## config.mk

```make
export PLATFORM = sky130hd
export DESIGN_NAME = gpa_sqrt_cell
export DESIGN_NICKNAME = d
export VERILOG_FILES = /design/src/rtl/core/galvo_point_to_angles_assert.svh /design/src/rtl/core/gpa_sqrt_cell.sv
export SDC_FILE = /design/constraint.sdc
export NUM_CORES = 1
export LEC_CHECK = 0
export BUFFER_PORTS_ARGS = -buffer_cell sky130_fd_sc_hd__buf_2
export CAP_MARGIN = 10
export CORE_ASPECT_RATIO = 1.2
export CORE_MARGIN = 4
export CORE_UTILIZATION = 56
export DETAILED_ROUTE_END_ITERATION = 7
export PLACE_DENSITY = 0.92
export SETUP_SLACK_MARGIN = 0.4
export SLEW_MARGIN = 15
export SYNTH_ARGS = -nofsm -noshare
export SYNTH_HDL_FRONTEND = slang
export SYNTH_SLANG_ARGS = --single-unit
```

## constraint.sdc

```tcl
create_clock -name clk -period 5.7 [get_ports clk]
set_clock_uncertainty 0.2 [all_clocks]
set_input_delay 0.57 -clock clk [delete_from_list [all_inputs] [get_ports clk]]
set_output_delay 0.57 -clock clk [all_outputs]
set_load 0.01 [all_outputs]
```

## src/rtl/core/galvo_point_to_angles_assert.svh

```systemverilog
// Assertion macros for the galvo point-to-angles block.
// Needs clk and rst_n in the scope of the module that expands them.
`ifndef GALVO_POINT_TO_ANGLES_ASSERT_SVH
`define GALVO_POINT_TO_ANGLES_ASSERT_SVH
`ifndef SYNTH
// same-cycle implication
`define GPA_ASSERT_NOW(lbl, ante, cons) \
    lbl: assert property (@(posedge clk) disable iff (!rst_n) (ante) |-> (cons)) \
        else $error("gpa assertion failed");
// next-cycle implication
`define GPA_ASSERT_NEXT(lbl, ante, cons) \
    lbl: assert property (@(posedge clk) disable iff (!rst_n) (ante) |=> (cons)) \
        else $error("gpa assertion failed");
`else
`define GPA_ASSERT_NOW(lbl, ante, cons)
`define GPA_ASSERT_NEXT(lbl, ante, cons)
`endif
`endif

```

## src/rtl/core/gpa_sqrt_cell.sv

```systemverilog
// One bit of a pipelined floor square root, restoring form.
// Depends on nothing.
`default_nettype none
module gpa_sqrt_cell #(
    parameter int SUM_W  = 56,
    parameter int ROOT_W = 28,
    parameter int BIT    = 0
) (
    input  logic              clk,
    input  logic              en,
    input  logic [SUM_W-1:0]  rem_in,
    input  logic [ROOT_W-1:0] root_in,
    output logic [SUM_W-1:0]  rem_out,
    output logic [ROOT_W-1:0] root_out
);

    localparam int T_W = SUM_W + 2;

    logic [T_W-1:0] trial;
    logic [T_W-1:0] rem_ext;
    logic           fits;

    // (root + 2^b)^2 - root^2 = root*2^(b+1) + 2^(2b)
    assign trial   = (T_W'(root_in) << (BIT + 1)) | (T_W'(1) << (2 * BIT));
    assign rem_ext = T_W'(rem_in);
    assign fits    = rem_ext >= trial;

    always_ff @(posedge clk)
    begin
        if (en)
        begin
            rem_out  <= fits ? SUM_W'(rem_ext - trial) : rem_in;
            root_out <= fits ? (root_in | (ROOT_W'(1) << BIT)) : root_in;
        end
    end

endmodule
`default_nettype wire

```

# ---- Word level (Yosys, flattened, before mapping)
# Index checks and enable logic that the tools add are counted.
dict set report classes {
  add_sub_neg 1
  muxes 1
  order_cmp 1
}
# op count
set ops {}
lappend ops {{greater-or-equal comparator 56 x 29 -> 1 bit} 1}
lappend ops {{2-to-1 mux 56 bit} 1}
lappend ops {{subtractor 56 x 29 -> 56 bit} 1}
dict set report totals {
  reg_bits 84
  in_bits 86
  elab_cells 6
}

# ---- Logic depth before layout (Yosys ltp)
dict set report logic_depth {
  ltp_word 2
  depth_mapped 13
}

# ---- Worst setup path before layout
# Ideal clock, no wire load.
dict set report synth_path {
  path_type {input to register}
  start {input port root_in[0]}
  end {register rem_out[50] (data pin)}
  setup_slack_ns 2.183
  setup_time_ns 0.258
  cell_stages 10
  arrival_ns 3.060
  path_buffers 0
  cell_sequence {inv_1 > fa_1 > nand3_1 > a211oi_2 > a211oi_4 > o32ai_2 > a211o_1 > a311o_1 > or4_4 > xnor2_2}
}
dict set report synth_via {
  elab_chain_len 2
}
# element line
set synth_lines {}
lappend synth_lines {{start, declared} gpa_sqrt_cell.sv:12} ;# input logic [ROOT_W-1:0] root_in,
lappend synth_lines {{subtractor 56 x 29 -> 56 bit or greater-or-equal comparator 56 x 29 -> 1 bit (tied branches)} {gpa_sqrt_cell.sv:32, gpa_sqrt_cell.sv:26}}
lappend synth_lines {{2-to-1 mux 56 bit *} gpa_sqrt_cell.sv:32} ;# rem_out <= fits ? SUM_W'(rem_ext - trial) : rem_in;
lappend synth_lines {{end signal, assigned} gpa_sqrt_cell.sv:32}
lappend synth_lines {{end, declared} gpa_sqrt_cell.sv:13} ;# output logic [SUM_W-1:0] rem_out,
# Mark *: on every way between the ends. The rest lies on a longest branch, timed or not.
# A chain may end at the register's enable or synchronous reset.

# ---- Worst setup path after layout
dict set report layout_path {
  start {input port rem_in[1]}
  end {register rem_out[50] (data pin)}
}
dict set report layout_via {
  elab_chain_len 2
}
# element line
set layout_lines {}
lappend layout_lines {{start, declared} gpa_sqrt_cell.sv:11} ;# input logic [SUM_W-1:0] rem_in,
lappend layout_lines {{subtractor 56 x 29 -> 56 bit or greater-or-equal comparator 56 x 29 -> 1 bit (tied branches)} {gpa_sqrt_cell.sv:32, gpa_sqrt_cell.sv:26}}
lappend layout_lines {{2-to-1 mux 56 bit *} gpa_sqrt_cell.sv:32}
# Marked as above.

==> results_dict.tcl <==
set metrics [dict create \
    status "completed" \
    pwr_density_cell_mw_per_mm2 256.3 \
    vias_per_cell 5.727 \
    wl_met1_microns 5171 \
    clock_path_buffers 2 \
    max_freq_mhz 279.2 \
    yosysSeqAreaShare 0.4823 \
    critPathKind "in2reg" \
    combPwrFrac 0.251 \
    cts_tree "yes" \
    antenna_found_initial 0 \
    cp_max_fo 7 \
    syn_nets 629 \
    tns_ns 0 \
    async_flop_share 0 \
    crit_buf_inv 1 \
    dp_hpwl_microns 10350 \
    drcViolationCount 0 \
    power.switching_mw 0.4924 \
    num_rows 38 \
    cp_data_arrival_time_ns 3.51 \
    grt_max_degree 85 \
    gr-total-overflow 0 \
    yosys.area.top_type_share 0.4823 \
    finalHoldViolations 0 \
    fin_nets 790 \
    worstSetupStartpointType "primary input" \
    final_antenna_net_count 0 \
    synthCells 513 \
    cts_setup_buffers 0 \
    cts_sinks 84 \
    die_y_microns 113.9 \
    coreArea_sq_mm 0.009081 \
    slowest_delay_ns 0.55 \
    multiInputGateArea_sq_mm 0.002475 \
    port_buffers 169 \
    relSlewSlack 0.2927 \
    grt_pass1_vias 4505 \
    synth_area_leaders "edfxtp_1 (48%), ha_1 (6.9%), xor2_1 (5.5%)" \
    initial_core_util 0.5759 \
    ioPinCount 170 \
    p_leak_nw 2.669 \
    drive_gt1_frac 0.3063 \
    clk_pin_slew_ns 0.09 \
    placed_area_sq_mm 0.006142 \
    synth-seq-cells 84 \
    vias 4576 \
    fillers 699 \
    hold_buffers 0 \
    finalPower_mw 1.625 \
    worstHoldPathType "in2reg" \
    power.share.clock 0.269 \
    ys_warn_count 0 \
    vdd_drop_max_uv 145.8 \
    fin_area_sq_mm 0.006340 \
    fp.dieW_microns 96.22 \
    diodes 0 \
    worst_pin_slew_ns 1.061 \
    die-area_sq_mm 0.01096 \
    rsz0062_at_grt "false" \
    slowest_stage "or4_4" \
    most-common-layout-cells "buf_2 (168), edfxtp_1 (84), nand2_1 (72)" \
    cp_top_family "compound AO/OA/AOI/OAI gates" \
    path_cells "buf_2 > fa_1 > nand3_1 > a211oi_2 > a211oi_4 > o32ai_2 > a211o_1 > a311o_1 > or4_4 > xnor2_2" \
    netlist-cell-type-count 55 \
    yosys.area.top_type "edfxtp_1" \
    synth_ff_type "edfxtp_1" \
    p_int_mw 1.132 \
    layout_commonest_cell "buf_2" \
    cts_resized 0 \
    initialDrtViolationCount 260 \
    slew_viol_final 0 \
    timing.final.crit_period_ns 3.582 \
    finalCritPeriodShare 0.6284 \
    synthesis.area_sq_mm 0.005230 \
    track_usage 0.2426 \
    route.met2.wl_microns 6760 \
    end_kind "register" \
    drt_first_pass_iters 5 \
    grt_pass1_wl_microns 20910 \
    post_synth.cell_area_avg_sq_um 10.19 \
    cts_root_buf "clkbuf_8" \
    synth_edf_count 84 \
    htree_levels 3 \
    wl_met3_microns 1110 \
    required_ns 5.63 \
    regArea_sq_mm 0.002522 \
    highest-signal-layer "met4" \
    maxCapViolCount 0 \
    gp_congestion 0.8854 \
    area_growth_syn_to_layout_pct 21.22 \
    cts_made_buffers 9 \
    power_frac_seq 0.480 \
    routedWlPerCell_microns 16.77 \
    setup_viol 0 \
    drt_wl_total_microns 13400 \
    swShare 0.3031 \
]
cell usage after synthesis (3+ instances only):
cell and count:
a21o_1 4, a21oi_1 25, a21oi_2 5, a31oi_1 9, and3_1 3, buf_2 9, buf_6 3, clkbuf_1 7
edfxtp_1 84, ha_1 29, inv_1 36, nand2_1 72, nand2b_1 3, nand3_1 9, nand4_1 7, nor2_1 26
nor3_1 15, nor4_1 9, o211ai_1 5, o21ai_0 45, o21bai_1 3, o31ai_1 3, or3_1 6, or4_1 5
xnor2_1 20, xor2_1 33
stage by stage:
step	hold slack [ns]	setup WS, ns	util	std cells
global placement	0.5618	1.841	0.6764	783
finish	0.1937	2.118	0.6981	799
floorplan	0.4689	2.183	-	513
CTS	0.1808	2.150	0.6981	799
global route	0.1795	1.719	0.6981	799
detailed placement	0.5643	1.791	0.6764	783
kinds of logic after synthesis:
group | after synthesis | synth area share
and+or+nand+nor | 168 | 0.1536
AOI/OAI and AO/OA | 118 | 0.1467
DFF | 84 | 0.4823
buffers and inverters | 57 | 0.04809
xor gates and xnor gates | 54 | 0.09187
adders and majority gates | 30 | 0.07321
muxes | 2 | 0.004306
sequential cells by signal (all words and copies together) (netlist names):
signal and cells:
root_out 28, rem_out 56
power groups by stage:
| stage | clock network (mW) | registers [mW] | logic [mW] |
|---|---|---|---|
| after floorplan | 0 | 0.834 | 0.200 |
| after global placement | 0 | 0.793 | 0.394 |
| after detailed placement | 0 | 0.794 | 0.405 |
| after CTS | 0.439 | 0.781 | 0.407 |
| after global routing | 0.467 | 0.787 | 0.448 |
| final | 0.437 | 0.780 | 0.408 |
layout make-up:
class                   count  area share
inverters                  37     0.02191
well taps                 120     0.02368
repair buffers            170      0.1350
multi-input cells         372      0.3904
clock inverters             7     0.01164
clock buffers               9     0.01954
flip-flops and latches     84      0.3979
per-layer routing:
| metal | GRT usage | vias to the layer above |
|---|---|---|
| met5 | 0 | - |
| met4 | 0.09583 | 0 |
| met3 | 0.04617 | 40 |
| met2 | 0.4279 | 235 |
| met1 | 0.2855 | 2121 |
| li1 | - | 2180 |
worst paths after layout:
path	from	end	slack (ns)	depth (start not counted)
worst min-delay path	root_in[2]	root_out[2]	0.19	1
worst max-delay path	rem_in[1]	rem_out[50]	2.12	10
Power figures use the tool's default switching activity.
