$ cat src/rtl/core/galvo_point_to_angles_assert.svh
// Assertion macros for the galvo point-to-angles block.
// Needs clk and rst_n in the scope of the module that expands them.
`ifndef GALVO_POINT_TO_ANGLES_ASSERT_SVH
`define GALVO_POINT_TO_ANGLES_ASSERT_SVH
`ifndef SYNTH
// same-cycle implication
`define GPA_ASSERT_NOW(lbl, ante, cons) \
    lbl: assert property (@(posedge clk) disable iff (!rst_n) (ante) |-> (cons)) \
        else $error("gpa assertion failed");
// next-cycle implication
`define GPA_ASSERT_NEXT(lbl, ante, cons) \
    lbl: assert property (@(posedge clk) disable iff (!rst_n) (ante) |=> (cons)) \
        else $error("gpa assertion failed");
`else
`define GPA_ASSERT_NOW(lbl, ante, cons)
`define GPA_ASSERT_NEXT(lbl, ante, cons)
`endif
`endif

$ cat src/rtl/core/gpa_pkg.sv
// Shared constants, widths and helpers of the galvo point-to-angles block.
// No dependencies.
`default_nettype none
package gpa_pkg;

    localparam int CORDIC_STEPS_DEF = 16;
    localparam int TAB_LEN          = 24;

    // atan(2^-i) in 2^-16 degree
    localparam logic [21:0] ATAN_TAB [TAB_LEN] = '{
        22'd2949120, 22'd1740967, 22'd919879, 22'd466945, 22'd234379, 22'd117304,
        22'd58666, 22'd29335, 22'd14668, 22'd7334, 22'd3667, 22'd1833,
        22'd917, 22'd458, 22'd229, 22'd115, 22'd57, 22'd29,
        22'd14, 22'd7, 22'd4, 22'd2, 22'd1, 22'd0
    };

    localparam int GAIN_Q30  = 652032874;
    localparam int Q30_FRAC  = 30;
    localparam int DEG180    = 46080;
    localparam int DEG90     = 23040;
    localparam int OUT_MAX   = 23040;
    localparam int VEC_SHIFT = 20;

    localparam int IN_W      = 24;
    localparam int ANG_W     = 17;
    localparam int GAP_W     = 16;
    localparam int OUT_W     = 16;
    localparam int COORD_W   = 27;
    localparam int COEF_W    = 32;
    localparam int SC_XY_W   = 34;
    localparam int Z_W       = 26;
    localparam int VEC_XY_W  = 52;
    localparam int SUM_W     = 56;
    localparam int ROOT_W    = 28;

    localparam logic [2:0] REG_OFFSET_X   = 3'd0;
    localparam logic [2:0] REG_OFFSET_Y   = 3'd1;
    localparam logic [2:0] REG_OFFSET_Z   = 3'd2;
    localparam logic [2:0] REG_ANGLE_X    = 3'd3;
    localparam logic [2:0] REG_ANGLE_Y    = 3'd4;
    localparam logic [2:0] REG_ANGLE_Z    = 3'd5;
    localparam logic [2:0] REG_MIRROR_GAP = 3'd6;

    typedef logic signed [COORD_W-1:0] coord_t;
    typedef logic signed [COEF_W-1:0]  coef_t;

    // round half up to 1/256 degree, then clamp
    function automatic logic signed [OUT_W-1:0] round_sat(input logic signed [Z_W-1:0] z);
        logic signed [Z_W-1:0] r;
        r = (z + Z_W'(128)) >>> 8;
        if (r > Z_W'(OUT_MAX))
            return OUT_W'(OUT_MAX);
        else if (r < -Z_W'(OUT_MAX))
            return -OUT_W'(OUT_MAX);
        else
            return OUT_W'(r);
    endfunction

endpackage
`default_nettype wire

$ cat src/rtl/core/gpa_cordic_cell.sv
// One CORDIC micro-rotation, registered; rotation or vectoring mode.
// Depends on gpa_pkg (arctangent table).
`default_nettype none
module gpa_cordic_cell #(
    parameter int XY_W   = 34,
    parameter int Z_W    = 26,
    parameter int STEP   = 0,
    parameter bit VECTOR = 1'b0
) (
    input  logic                   clk,
    input  logic                   en,
    input  logic signed [XY_W-1:0] x_in,
    input  logic signed [XY_W-1:0] y_in,
    input  logic signed [Z_W-1:0]  z_in,
    output logic signed [XY_W-1:0] x_out,
    output logic signed [XY_W-1:0] y_out,
    output logic signed [Z_W-1:0]  z_out
);

    localparam logic signed [Z_W-1:0] ATAN = Z_W'(gpa_pkg::ATAN_TAB[STEP]);

    logic                   pos;
    logic signed [XY_W-1:0] xs;
    logic signed [XY_W-1:0] ys;

    // pos: turn counterclockwise
    assign pos = VECTOR ? y_in[XY_W-1] : !z_in[Z_W-1];
    assign xs  = x_in >>> STEP;
    assign ys  = y_in >>> STEP;

    always_ff @(posedge clk)
    begin
        if (en)
        begin
            x_out <= pos ? x_in - ys : x_in + ys;
            y_out <= pos ? y_in + xs : y_in - xs;
            z_out <= pos ? z_in - ATAN : z_in + ATAN;
        end
    end

endmodule
`default_nettype wire

$ cat config.mk
export PLATFORM = sky130hd
export DESIGN_NAME = gpa_cordic_cell
export DESIGN_NICKNAME = d
export VERILOG_FILES = /design/src/rtl/core/galvo_point_to_angles_assert.svh /design/src/rtl/core/gpa_pkg.sv /design/src/rtl/core/gpa_cordic_cell.sv
export SDC_FILE = /design/constraint.sdc
export NUM_CORES = 1
export LEC_CHECK = 0
export BUFFER_PORTS_ARGS = -buffer_cell sky130_fd_sc_hd__buf_2
export CORE_UTILIZATION = 25
export CTS_BUF_LIST = sky130_fd_sc_hd__clkbuf_4 sky130_fd_sc_hd__clkbuf_8 sky130_fd_sc_hd__clkbuf_16
export CTS_CLUSTER_DIAMETER = 80
export DETAILED_ROUTE_END_ITERATION = 7
export GPL_TIMING_DRIVEN = 0
export HOLD_SLACK_MARGIN = 0.08
export RECOVER_POWER = 50
export SETUP_SLACK_MARGIN = 0.1
export SLEW_MARGIN = 25
export SYNTH_ARGS = -nofsm -noshare
export SYNTH_HDL_FRONTEND = slang
export SYNTH_SLANG_ARGS = --single-unit
export TNS_END_PERCENT = 1
$ cat constraint.sdc
create_clock -name clk -period 6.95 [get_ports clk]
set_clock_uncertainty 0.1 [all_clocks]
set_input_delay 0.3475 -clock clk [delete_from_list [all_inputs] [get_ports clk]]
set_output_delay 0.3475 -clock clk [all_outputs]
set_load 0.01 [all_outputs]
### Word-level counts from Yosys, hierarchy flattened

Index checks and enable logic that the tools add are counted.

* add/subtract/negate cells: 5
* muxes and demuxes: 3

Operators by type and width (count)
* 34-bit two-way mux: 2
* 34-bit subtractor: 2
* 34-bit adder: 1
* 26-bit by 23-bit adder with 26-bit output (second input constant): 1
* 26-bit two-way mux: 1
* 26-bit by 23-bit subtractor with 26-bit output (second input constant): 1

* flip-flop bits (word level): 94
* input bits: 96
* output and inout bits: 94
* logic and storage cells: 11

### Longest topological paths before layout

Gate-level depths: netlist of run 1.

* word-level depth: 2
* mapped depth: 13
* gate-level depth less buffers: 12

### Least setup slack after synthesis of run 1

No wires, ideal clock.

* path kind: input port to flip-flop
* from: in z_in[25]
* to: reg z_out[25], data pin
* setup time: 167 ps
* arrival time: 2802 ps
* required time: 6683 ps
* setup slack: 3881 ps
* stages: 13
* buffers on the path: 3
* path through: clkbuf_1 inv_2 clkbuf_1 buf_1 ha_1 a21o_1 a21oi_1 o21bai_1 a21oi_1 o21bai_1 a21oi_1 nor2_1 a211oi_1

* longest elaborated chain between the ends: 2
* elaborated cells on any way between the ends: 3
* those cells by class: add/sub (2); mux (1)

Ends and longest elaborated chain
* from (decl): RTL line gpa_cordic_cell.sv:14 `input logic signed [Z_W-1:0] z_in,`
* 26-bit by 23-bit subtractor with 26-bit output or 26-bit by 23-bit adder with 26-bit output (tied branches): RTL line gpa_cordic_cell.sv:37 `z_out <= pos ? z_in - ATAN : z_in + ATAN;`
* 26-bit two-way mux (*): RTL line gpa_cordic_cell.sv:37
* to (signal assigned): RTL line gpa_cordic_cell.sv:37
* to (decl): RTL line gpa_cordic_cell.sv:17 `output logic signed [Z_W-1:0] z_out`

Every way passes the cells marked *; elsewhere a longest branch is shown, timed or not.
A chain may end at the register's enable or synchronous reset.

### Worst setup path in the final report of run 1

* from: in en
* to: reg x_out[17] (enable)

RTL lines
* from (decl): RTL line gpa_cordic_cell.sv:11 `input logic en,`
* to (signal assigned): RTL line gpa_cordic_cell.sv:35 `x_out <= pos ? x_in - ys : x_in + ys;`
* to (decl): RTL line gpa_cordic_cell.sv:15 `output logic signed [XY_W-1:0] x_out,`

No word-level cell between the ends.

==> summary.txt, run 1 <==
STA
----------------------------------------------------------------------------------------------------
Number of pins exceeding their max-slew limit in the final report                                 96
Setup Total Neg Slack                                                                           0 ns
Achievable frequency                                                                       0.235 GHz
Unrepaired setup endpoints after global routing                                                   no
Number of hold violations in the final report                                                      0
Final setup violation count                                                                        0
Max-slew headroom                                                                              -113%
Post-route clock period utilization                                                            61.2%
Post-route worst setup slack                                                                 2.70 ns
Min Clock Period, post-route                                                                 4.25 ns
Slew at the pin with the worst max-slew slack                                                3.19 ns

DRT
----------------------------------------------------------------------------------------------------
DRT antenna net count                                                                              0
Routed WL per cell                                                                           18.9 um
DRC violation count after routing                                                                  0
Initial DRC count                                                                                654
Ratio of routed vias to standard cells                                                          4.99
Total via count in the routed design                                                            8517
Total detailed-routing wirelength                                                            32.2 mm
Detailed Routing Iterations Pass 1                                                                 5

POWER
----------------------------------------------------------------------------------------------------
Proportion of power drawn by the clock network                                                 26.4%
Net load switching power                                                                    0.758 mW
Fraction of power consumed by sequential logic                                                 36.0%
Power per unit of standard cell area                                                     193 nW/um^2
Internal Pwr Total                                                                           1.35 mW
Combinational power share                                                                      37.6%
VDD IR-drop max                                                                             0.125 mV
Net switching share of the total power                                                         36.0%
Leakage power summed over all cells                                                          4.68 nW

STATUS
----------------------------------------------------------------------------------------------------
Violated checks                                                                         max-capacitance violations, max-slew violations
Status                                                                                  finished with violations

FINISH
----------------------------------------------------------------------------------------------------
Area overhead of the layout relative to synthesis                                              22.3%
Fraction of final layout cells with drive strength greater than 1                              16.5%
Final nets                                                                                      1447

CLOCKING
----------------------------------------------------------------------------------------------------
Clock sink count                                                                                  93
Maximum number of buffers from clock root to sink                                                  2
TritonCTS Buffers                                                                                  9
H-tree lvl count                                                                                   3
Clock-pin slew reported for the worst setup and hold paths after clock tree synthesis        0.07 ns
Post-CTS Hold Fix Bufs                                                                            16
Buffer type at the clock tree root                                                         clkbuf_16
Post-cts gate resize count                                                                         0
Post-CTS repair timing setup buffer count                                                          0
Clock tree from TritonCTS                                                                        yes

GLOBAL ROUTE
----------------------------------------------------------------------------------------------------
Global-route wire length before repair                                                       49.0 mm
Number of global-route vias before repair                                                       8442
All-Layer GR Usage                                                                             17.7%
Largest net degree at the start of global routing                                                 61
Initial antenna violation count                                                                   13
Grt ovf                                                                                            0

WORST SETUP PATH
----------------------------------------------------------------------------------------------------
Number of buffers and inverters on the critical path                                               2
Series of cell instances along the critical path                                        clkbuf_1, clkbuf_1
Delay contributed by the slowest stage of the critical path                                  2.33 ns
Family with the most delay on the worst path                                            buffers and inverters
Worst Setup End Kind                                                                        register
Most Frequent Cell on Critical Path                                                         clkbuf_1
Critical path class                                                                     input pin to register
Maximum fanout encountered on the critical timing path                                            60
Startpoint type of the worst setup path                                                    input pin
Arrival time reported for the critical path endpoint                                         4.06 ns
Required time of the critical path                                                           6.76 ns
Slowest cell on crit path                                                                   clkbuf_1

LOGIC SYNTHESIS
----------------------------------------------------------------------------------------------------
Largest cells by area after synthesis                                                   edfxtp_1, ha_1, a21oi_1
Cell variety after synth                                                                          78
Post-synthesis sequential area ratio                                                           31.3%
Async set-or-reset flop fraction in the synthesized netlist                                       0%
Synth Cell Area                                                                           8930 sq um
Count of mapped cells out of synthesis                                                          1022
Post-Syn Nets                                                                                   1230
Mean instance size in the synthesized netlist                                             8.74 sq um
Synth warn                                                                                         0
Number of enable-type register cells in the synthesized netlist                                   93
Largest area contributor in the synthesized netlist                                         edfxtp_1
Top FF cell, synth                                                                          edfxtp_1
Flop and latch count out of synthesis                                                             93
Proportion of netlist area held by the largest area contributor                                31.3%

FLOORPLAN
----------------------------------------------------------------------------------------------------
I/O pin cnt                                                                                      190
Die footprint                                                                            36500 sq um
Die span in y                                                                                 191 um
Initial core utilization                                                                       25.7%
Core region area                                                                         34800 sq um
Die span in x                                                                                 191 um
Placement row count                                                                               68

PLACED DESIGN
----------------------------------------------------------------------------------------------------
DP Worst Slack                                                                               2.43 ns
GPL Wtd Cong                                                                                   0.923
Port Buffers                                                                                     189
Half-perimeter wire length after placement                                                   26.5 mm

FLOW RUN
----------------------------------------------------------------------------------------------------
Max-cap viol count                                                                                 2

WORST HOLD PATH
----------------------------------------------------------------------------------------------------
Hold/Removal Path Class                                                                 input pin to register

[layout by cell type, fill, tap and decap left out, types with 6 or more instances in the layout]
cell type and instances:
buf_2 164, nor2b_1 9, nand2_1 50, nand2b_1 13, diode_2 9, nand4_1 7, edfxtp_1 93, o21bai_1 24
xor2_1 7, xnor2_1 64, buf_1 6, inv_1 103, a21oi_1 123, a21o_1 20, mux2i_1 13, clkbuf_1 57
o31ai_1 11, dlygate4sd3_1 16, o211ai_1 10, nand3_1 13, ha_1 108, nor2_1 91, o21ai_0 67, a211oi_1 15
a31oi_1 7, clkbuf_16 9, o21a_1 11, nor3_1 17, or3_1 8
[worst paths after layout]
kind / startpoint / endpoint / cells after the start
setup / recovery: en / x_out[17]$_DFFE_PP_ / 2
hold / removal: z_in[16] / z_out[16]$_DFFE_PP_ / 2
[sequential cells by signal, summed over array words and instances, names as in the netlist]
signal,count
x_out,34
y_out,33
z_out,26
[layout make-up]
type	instances	area [sq um]
Clock buffer	9	225
Tap cell	455	569
Inverter	107	402
Buffer	43	201
Clock inverter	7	104
Multi-Input combinational cell	779	5530
Timing Repair Buffer	206	1070
Antenna cell	9	22.5
Sequential cell	93	2790
Fill cell	3694	23900
[cell families (layout without fill, tap and decap cells)]
kind of cell	after synthesis	after routing	synth area share [%]
compound gates	345	345	24.6
xor+xnor	71	71	6.97
fa+ha+maj	112	112	16.0
buf+inv	150	372	6.74
flops	93	93	31.3
mux	14	14	1.58
other cells	0	9	0
simple gates	237	237	12.8
[synth_stat cells, types with 13 or more instances]
cell type / count
a21oi_1: 123
ha_1: 108
inv_1: 103
edfxtp_1: 93
nor2_1: 91
o21ai_0: 67
xnor2_1: 64
nand2_1: 50
clkbuf_1: 24
o21bai_1: 24
a21o_1: 20
nor3_1: 17
a211oi_1: 15
mux2i_1: 13
nand2b_1: 13
nand3_1: 13
[per-stage QoR]
stage / area [sq um] / total power [mW] / cells / hold WS, ns / utilization, %
after floorplan: 8930 / 1.25 / 1022 / 0.346 / -
after global placement: 10400 / 1.55 / 1666 / 0.425 / 30.0
after detailed placement: 10500 / 1.56 / 1667 / 0.426 / 30.1
after CTS: 11000 / 2.13 / 1699 / 0.151 / 31.5
after global routing: 10900 / 2.22 / 1702 / 0.194 / 31.3
final: 10900 / 2.11 / 1708 / 0.188 / 31.4
[power groups by stage]
stage / clock, mW / sequential [mW] / combinational (mW)
after global placement: 0 / 0.768 / 0.782
final: 0.556 / 0.758 / 0.791
after detailed placement: 0 / 0.769 / 0.787
after CTS: 0.572 / 0.757 / 0.798
after floorplan: 0 / 0.814 / 0.436
after global routing: 0.589 / 0.767 / 0.867
[metal layers]
metal  global-route usage (%)  share of wire (%)
met2                     28.0                 45
met4                     6.03                2.5
met3                     3.56                7.0
met1                     23.7                 45
met5                        0               0.17
(Power assumes the default switching activity.)
==> run 2, diff against run 1 <==
--- a/config.mk
+++ b/config.mk
@@ -5,6 +5,7 @@
 export SDC_FILE = /design/constraint.sdc
 export NUM_CORES = 1
 export LEC_CHECK = 0
+export ABC_AREA = 1
 export BUFFER_PORTS_ARGS = -buffer_cell sky130_fd_sc_hd__buf_2
 export CORE_UTILIZATION = 25
 export CTS_BUF_LIST = sky130_fd_sc_hd__clkbuf_4 sky130_fd_sc_hd__clkbuf_8 sky130_fd_sc_hd__clkbuf_16
==> constraint.sdc (replaced) <==
create_clock -name clk -period 3.54 [get_ports clk]
set_clock_uncertainty 0.1 [all_clocks]
set_input_delay 0.177 -clock clk [delete_from_list [all_inputs] [get_ports clk]]
set_output_delay 0.177 -clock clk [all_outputs]
set_load 0.01 [all_outputs]
==> summary.txt, run 2 <==
STATUS
----------------------------------------------------------------------------------------------------
Status                                                                                  finished with violations
Violated checks                                                                         max-capacitance violations, max-slew violations

DRT
----------------------------------------------------------------------------------------------------
Total detailed-routing wirelength                                                            43.3 mm   +34%
DRC violation count after routing                                                                  0   unchanged
Detailed Routing Iterations Pass 1                                                                 7   +2
Initial DRC count                                                                                822   +26%
Ratio of routed vias to standard cells                                                          4.81   -3.6%
Routed WL per cell                                                                           18.3 um   -3.3%
DRT antenna net count                                                                              0   unchanged
Total via count in the routed design                                                           11400   +34%

POWER
----------------------------------------------------------------------------------------------------
Leakage power summed over all cells                                                          6.26 nW   +34%
Overall power of the completed layout                                                        4.35 mW   +110%
Net switching share of the total power                                                         41.6%   +5.6 points
Power per unit of standard cell area                                                     342 nW/um^2   +77%
Fraction of power consumed by sequential logic                                                 33.3%   -2.7 points
Net load switching power                                                                     1.81 mW   +140%
VDD IR-drop max                                                                             0.194 mV   +55%
Proportion of power drawn by the clock network                                                 24.7%   -1.7 points
Internal Pwr Total                                                                           2.54 mW   +88%
Combinational power share                                                                      42.0%   +4.4 points

LOGIC SYNTHESIS
----------------------------------------------------------------------------------------------------
Number of enable-type register cells in the synthesized netlist                                   93   unchanged
Flop and latch count out of synthesis                                                             93   unchanged
Post-synthesis sequential area ratio                                                           26.1%   -5.1 points
Portion of netlist area occupied by mux cells                                                 0.187%   -1.4 points
Proportion of netlist area held by the largest area contributor                                26.1%   -5.1 points
Most frequent cell after synthesis                                                           nand2_1
Synth Cell Area                                                                          10700 sq um   +20%
Largest cells by area after synthesis                                                   edfxtp_1, nand2_1, ha_1
Adder-cell share of the synthesized area                                                       13.4%   -2.6 points
Mean instance size in the synthesized netlist                                             6.64 sq um   -24%
Post-synthesis xor/xnor area fraction                                                          2.54%   -4.4 points
Count of mapped cells out of synthesis                                                          1609   +57%
Async set-or-reset flop fraction in the synthesized netlist                                       0%   unchanged
Largest area contributor in the synthesized netlist                                         edfxtp_1
Top cell types by occurrence after synthesis                                            nand2_1, inv_1, nand3_1, a21oi_1, nor2_1
Dominant combinational cell family by area after synthesis                              simple AND/OR/NAND/NOR gates
Area fraction in compound gates after synthesis                                                13.4%   -11 points
Cell variety after synth                                                                          42   -46%
Top FF cell, synth                                                                          edfxtp_1
Synth warn                                                                                         0   unchanged
Post-Syn Nets                                                                                   1817   +48%
Area fraction in and, or, nand and nor cells after synthesis                                   32.1%   +19 points

GLOBAL ROUTE
----------------------------------------------------------------------------------------------------
Initial antenna violation count                                                                    0   -13
Global-route wire length before repair                                                       64.6 mm   +32%
All-Layer GR Usage                                                                             19.8%   +2.1 points
Largest net degree at the start of global routing                                                 68   +11%
Grt ovf                                                                                            0   unchanged
Number of global-route vias before repair                                                      11200   +33%

CLOCKING
----------------------------------------------------------------------------------------------------
Maximum number of buffers from clock root to sink                                                  2   unchanged
Post-cts gate resize count                                                                         0   unchanged
TritonCTS Buffers                                                                                  9   unchanged
H-tree lvl count                                                                                   3   unchanged
Clock tree from TritonCTS                                                                        yes
Buffer type at the clock tree root                                                         clkbuf_16
Clock sink count                                                                                  93   unchanged
Post-CTS Hold Fix Bufs                                                                            20   +4
Post-CTS repair timing setup buffer count                                                          0   unchanged
Clock-pin slew reported for the worst setup and hold paths after clock tree synthesis        0.07 ns   about the same

PLACED DESIGN
----------------------------------------------------------------------------------------------------
GPL Wtd Cong                                                                                   0.934   +1.2%
DP Worst Slack                                                                              0.376 ns   -2.05 ns
Placed cells                                                                                    2338   +40%
Port Buffers                                                                                     189   unchanged
Post-place instance area                                                                 12300 sq um   +18%
Half-perimeter wire length after placement                                                   36.1 mm   +36%

WORST HOLD PATH
----------------------------------------------------------------------------------------------------
Hold/Removal Path Class                                                                 input pin to register
Origin of the worst min-delay path                                                           y_in[0]

STA
----------------------------------------------------------------------------------------------------
Achievable frequency                                                                       0.358 GHz
Number of pins exceeding their max-slew limit in the final report                                 27   -72%
Final setup violation count                                                                        0   unchanged
Unrepaired setup endpoints after global routing                                                   no
Max-slew headroom                                                                             -20.4%   +92 points
Min Clock Period, post-route                                                                 2.80 ns
Slew at the pin with the worst max-slew slack                                                1.81 ns   -1.38 ns
Setup Total Neg Slack                                                                           0 ns   unchanged
WHS                                                                                         0.150 ns   -0.0375 ns
Number of hold violations in the final report                                                      0   unchanged
Post-route clock period utilization                                                            79.0%
Post-route worst setup slack                                                                0.744 ns   -1.95 ns

FINISH
----------------------------------------------------------------------------------------------------
Non-Filler Instances                                                                            2374   +39%
Commonest cells after routing, fill and taps aside                                      nand2_1, inv_1, nand3_1, a21oi_1, nor2_1
Final core occ                                                                                 30.2%   -1.1 points
Top Registers                                                                           x_out: 34 flops, y_out: 33 flops, z_out: 26 flops
Antenna fix cells                                                                                  0   -9
Area overhead of the layout relative to synthesis                                              19.0%
Fraction of final layout cells with drive strength greater than 1                              11.1%   -5.4 points
Max FFs per register                                                                              34   unchanged
Most flops, register                                                                           x_out
Finished layout cell area                                                                12700 sq um   +16%
Final nets                                                                                      2038   +41%
Leading cell type in the layout, fill and taps excluded                                      nand2_1

WORST SETUP PATH
----------------------------------------------------------------------------------------------------
Arrival time reported for the critical path endpoint                                         2.94 ns   -1.12 ns
Required time of the critical path                                                           3.68 ns   -3.08 ns
Delay contributed by the slowest stage of the critical path                                  0.63 ns   -1.70 ns
Critical path class                                                                     input pin to register
Maximum fanout encountered on the critical timing path                                            15   -75%
Startpoint type of the worst setup path                                                    input pin
Source of the critical timing path                                                          z_in[25]
Most Frequent Cell on Critical Path                                                          a21oi_1
Series of cell instances along the critical path                                        buf_2, inv_1, clkbuf_1, buf_2, ha_1, a21oi_1, o21ai_0, a21oi_1, o21ai_0, a21o_1, a21oi_1
Slowest cell on crit path                                                                   clkbuf_1
Worst Setup End Kind                                                                        register

FLOORPLAN
----------------------------------------------------------------------------------------------------
Placement row count                                                                               75   +10%
Core region area                                                                         42000 sq um   +21%
I/O pin cnt                                                                                      190   unchanged
Die footprint                                                                            43600 sq um   +19%
Die span in x                                                                                 209 um   +9.3%
Die span in y                                                                                 209 um   +9.3%
Initial core utilization                                                                       25.4%   -0.24 points

FLOW RUN
----------------------------------------------------------------------------------------------------
Max-cap viol count                                                                                 1   -1

## run 2: changes by cell type in the layout (fill, tap and decap cells not counted), sizes merged, moves of 13 or more
cell / change
a211oi: -16
a21o: -13
buf: -44
clkbuf: +47
inv: +155
nand2: +424
nand2b: -13
nand3: +148
nor2: +40
o21ai: +21
xnor2: -62
xor2: +22
## run 2: area by class of cell
type	count	area, sq um
flip-flops and latches	93	2790
inverters	259	975
fillers	4709	29300
well taps	539	674
clock inverters	7	78.8
clock buffers	9	225
plain buffers	46	338
multi-input cells	1211	6580
repair buffers	210	1050
## run 2: worst paths after layout
| path | endpoint | slack, ns | cells after the start |
|---|---|---|---|
| hold / removal | x_out[0]$_DFFE_PP_ | 0.15 | 3 |
| setup / recovery | z_out[25]$_DFFE_PP_ | 0.74 | 11 |
## run 2: power groups by stage
| stage | sequential [mW] | clock [mW] | combinational [mW] |
|---|---|---|---|
| 3_3_place_gp | 1.47 | 0 | 1.80 |
| 5_1_grt | 1.46 | 1.15 | 2.02 |
| 2_1_floorplan | 1.55 | 0 | 1.04 |
| 6_report | 1.45 | 1.08 | 1.83 |
| 3_5_place_dp | 1.47 | 0 | 1.82 |
| 4_1_cts | 1.44 | 1.13 | 1.85 |
## run 2: per-layer routing
layer  global-route usage (%)  wire length [um]
met5                        0                 0
met4                     8.22              1250
met3                     2.80              2710
met2                     32.9             19900
met1                     25.7             19500
## run 2: kinds of logic (layout without fill, tap and decap cells)
group,count (synthesis),after routing
AO/OA/AOI/OAI,258,258
multiplexers,2,2
adder cells (fa/ha/maj),112,112
flip-flops,93,93
AND/OR/NAND/NOR,808,808
buffers and inverters,305,531
XOR/XNOR,31,31
## run 2: worst max-delay path, delay by kind of cell
family,cells,cell delay [ns]
AOI/OAI and AO/OA,6,0.95
adders and majority gates,1,0.38
buffers and inverters,4,1.41
==> run 3, diff against run 2 <==
==> constraint.sdc (replaced) <==
create_clock -name clk -period 2.8 [get_ports clk]
set_clock_uncertainty 0.1 [all_clocks]
set_input_delay 0.14 -clock clk [delete_from_list [all_inputs] [get_ports clk]]
set_output_delay 0.14 -clock clk [all_outputs]
set_load 0.01 [all_outputs]
==> summary.txt, run 3 (synthesis gave the netlist of run 2 again) <==
CLOCKING
----------------------------------------------------------------------------------------------------
Maximum number of buffers from clock root to sink                                                  2   unchanged
Clock sink count                                                                                  93   unchanged
Buffer type at the clock tree root                                                         clkbuf_16
Clock tree from TritonCTS                                                                        yes
H-tree lvl count                                                                                   3   unchanged
Clock-pin slew reported for the worst setup and hold paths after clock tree synthesis        0.07 ns   about the same
TritonCTS Buffers                                                                                  9   unchanged

FLOORPLAN
----------------------------------------------------------------------------------------------------
Placement row count                                                                               75   unchanged
Die span in x                                                                                 209 um   unchanged
Die span in y                                                                                 209 um   unchanged
Initial core utilization                                                                       25.4%   unchanged
Core region area                                                                         42000 sq um   unchanged
Die footprint                                                                            43600 sq um   unchanged
I/O pin cnt                                                                                      190   unchanged

STA
----------------------------------------------------------------------------------------------------
WHS                                                                                         0.113 ns   -0.0370 ns
Achievable frequency                                                                       0.408 GHz
Unrepaired setup endpoints after global routing                                                   no
Final setup violation count                                                                        0   unchanged
Max-slew headroom                                                                             -20.4%   unchanged
Post-route clock period utilization                                                            87.6%
Slew at the pin with the worst max-slew slack                                                1.81 ns   unchanged
Min Clock Period, post-route                                                                 2.45 ns
Number of hold violations in the final report                                                      0   unchanged
Number of pins exceeding their max-slew limit in the final report                                 27   unchanged
Setup Total Neg Slack                                                                           0 ns   unchanged
Post-route worst setup slack                                                                0.348 ns   -0.396 ns

STATUS
----------------------------------------------------------------------------------------------------
Status                                                                                  finished with violations
Violated checks                                                                         max-capacitance violations, max-slew violations

GLOBAL ROUTE
----------------------------------------------------------------------------------------------------
Largest net degree at the start of global routing                                                 68   unchanged
All-Layer GR Usage                                                                             19.8%   unchanged
Initial antenna violation count                                                                    0   unchanged
Number of global-route vias before repair                                                      11200   unchanged
Global-route wire length before repair                                                       64.6 mm   unchanged
Grt ovf                                                                                            0   unchanged

POWER
----------------------------------------------------------------------------------------------------
VDD IR-drop max                                                                             0.246 mV   +26%
Combinational power share                                                                      42.0%   about the same
Power per unit of standard cell area                                                     432 nW/um^2   +26%
Net load switching power                                                                     2.29 mW   +26%
Internal Pwr Total                                                                           3.21 mW   +26%
Proportion of power drawn by the clock network                                                 24.7%   about the same
Net switching share of the total power                                                         41.6%   about the same
Overall power of the completed layout                                                        5.50 mW   +26%
Fraction of power consumed by sequential logic                                                 33.3%   about the same
Leakage power summed over all cells                                                          6.26 nW   about the same

FINISH
----------------------------------------------------------------------------------------------------
Antenna fix cells                                                                                  0   unchanged
Most flops, register                                                                           x_out
Final core occ                                                                                 30.2%   about the same
Fraction of final layout cells with drive strength greater than 1                              11.1%   +0.054 points
Finished layout cell area                                                                12700 sq um   about the same
Max FFs per register                                                                              34   unchanged
Leading cell type in the layout, fill and taps excluded                                      nand2_1
Area overhead of the layout relative to synthesis                                              19.0%   about the same
Commonest cells after routing, fill and taps aside                                      nand2_1, inv_1, nand3_1, a21oi_1, nor2_1
Final nets                                                                                      2038   unchanged
Top Registers                                                                           x_out: 34 flops, y_out: 33 flops, z_out: 26 flops
Non-Filler Instances                                                                            2374   unchanged
Number of inserted filler cells in the final layout                                             4713   +0.085%

DRT
----------------------------------------------------------------------------------------------------
Routed WL per cell                                                                           18.2 um   about the same
Initial DRC count                                                                                818   -0.49%
Ratio of routed vias to standard cells                                                          4.82   +0.14%
DRC violation count after routing                                                                  0   unchanged
Total via count in the routed design                                                           11400   +0.14%
DRT antenna net count                                                                              0   unchanged
Detailed Routing Iterations Pass 1                                                                 7   unchanged
Total detailed-routing wirelength                                                            43.3 mm   about the same

PLACED DESIGN
----------------------------------------------------------------------------------------------------
Post-place instance area                                                                 12300 sq um   unchanged
GPL Wtd Cong                                                                                   0.934   unchanged
Half-perimeter wire length after placement                                                   36.1 mm   unchanged
Placed cells                                                                                    2338   unchanged
Port Buffers                                                                                     189   unchanged
DP Worst Slack                                                                             -0.327 ns   -0.703 ns

WORST HOLD PATH
----------------------------------------------------------------------------------------------------
Hold/Removal Path Class                                                                 input pin to register

WORST SETUP PATH
----------------------------------------------------------------------------------------------------
Arrival time reported for the critical path endpoint                                         2.41 ns   -0.53 ns
Startpoint type of the worst setup path                                                    input pin
Worst Setup End Kind                                                                        register
Critical path class                                                                     input pin to register
Required time of the critical path                                                           2.75 ns   -0.93 ns
Maximum fanout encountered on the critical timing path                                            67   +52

FLOW RUN
----------------------------------------------------------------------------------------------------
Max-cap viol count                                                                                 1   unchanged

==> run 3: changes by cell type in the layout (fill, tap and decap cells not counted) <==
cell	before	now
clkbuf_2	0	1
clkbuf_1	104	103
==> run 3: path summary, 6_finish.rpt <==
check / endpoint / cells past startpoint / startpoint
hold / removal: x_out[0]$_DFFE_PP_ / 3 / y_in[0]
setup / recovery: z_out[8]$_DFFE_PP_ / 3 / en
==> run 3: routing by layer <==
layer  part of all wire [%]  wire length [um]  up-vias  GRT usage (%)
met2                     46             19900      442           32.9
li1                       -                 -     5641              -
met5                      0                 0        -              0
met1                     45             19400     5267           25.7
met3                    6.3              2740       83           2.80
met4                    2.9              1260        0           8.22
==> run 3: layout make-up <==
| type | instances | area [sq um] | share of cell area [%] |
|---|---|---|---|
| multi-input combinational | 1211 | 6580 | 51.7 |
| buffer | 46 | 339 | 2.67 |
| sequential | 93 | 2790 | 22.0 |
| tap | 539 | 674 | 5.30 |
| inverter | 259 | 975 | 7.67 |
| clock inverter | 7 | 78.8 | 0.620 |
| timing repair buffer | 210 | 1050 | 8.28 |
| clock buffer | 9 | 225 | 1.77 |
==> run 3: critical path, stage by stage <==
cell           delay (ns)
dlygate4sd3_1        0.52
clkbuf_1             1.28
buf_16               0.36
==> run 3: power groups by stage <==
| stage | combinational, mW | clock [mW] | sequential [mW] |
|---|---|---|---|
| after floorplan | 1.32 | 0 | 1.95 |
| after global placement | 2.28 | 0 | 1.86 |
| after detailed placement | 2.30 | 0 | 1.85 |
| after CTS | 2.34 | 1.42 | 1.83 |
| after global routing | 2.55 | 1.45 | 1.85 |
| final | 2.31 | 1.36 | 1.83 |
==> run 3: what timing repair did <==
item | in CTS | in global routing
setup endpoints to repair | 1 | 0
hold buffers | 20 | 0
gates resized for setup | 1 | 0
setup buffers | 0 | 0
hold endpoints to repair | 45 | 0
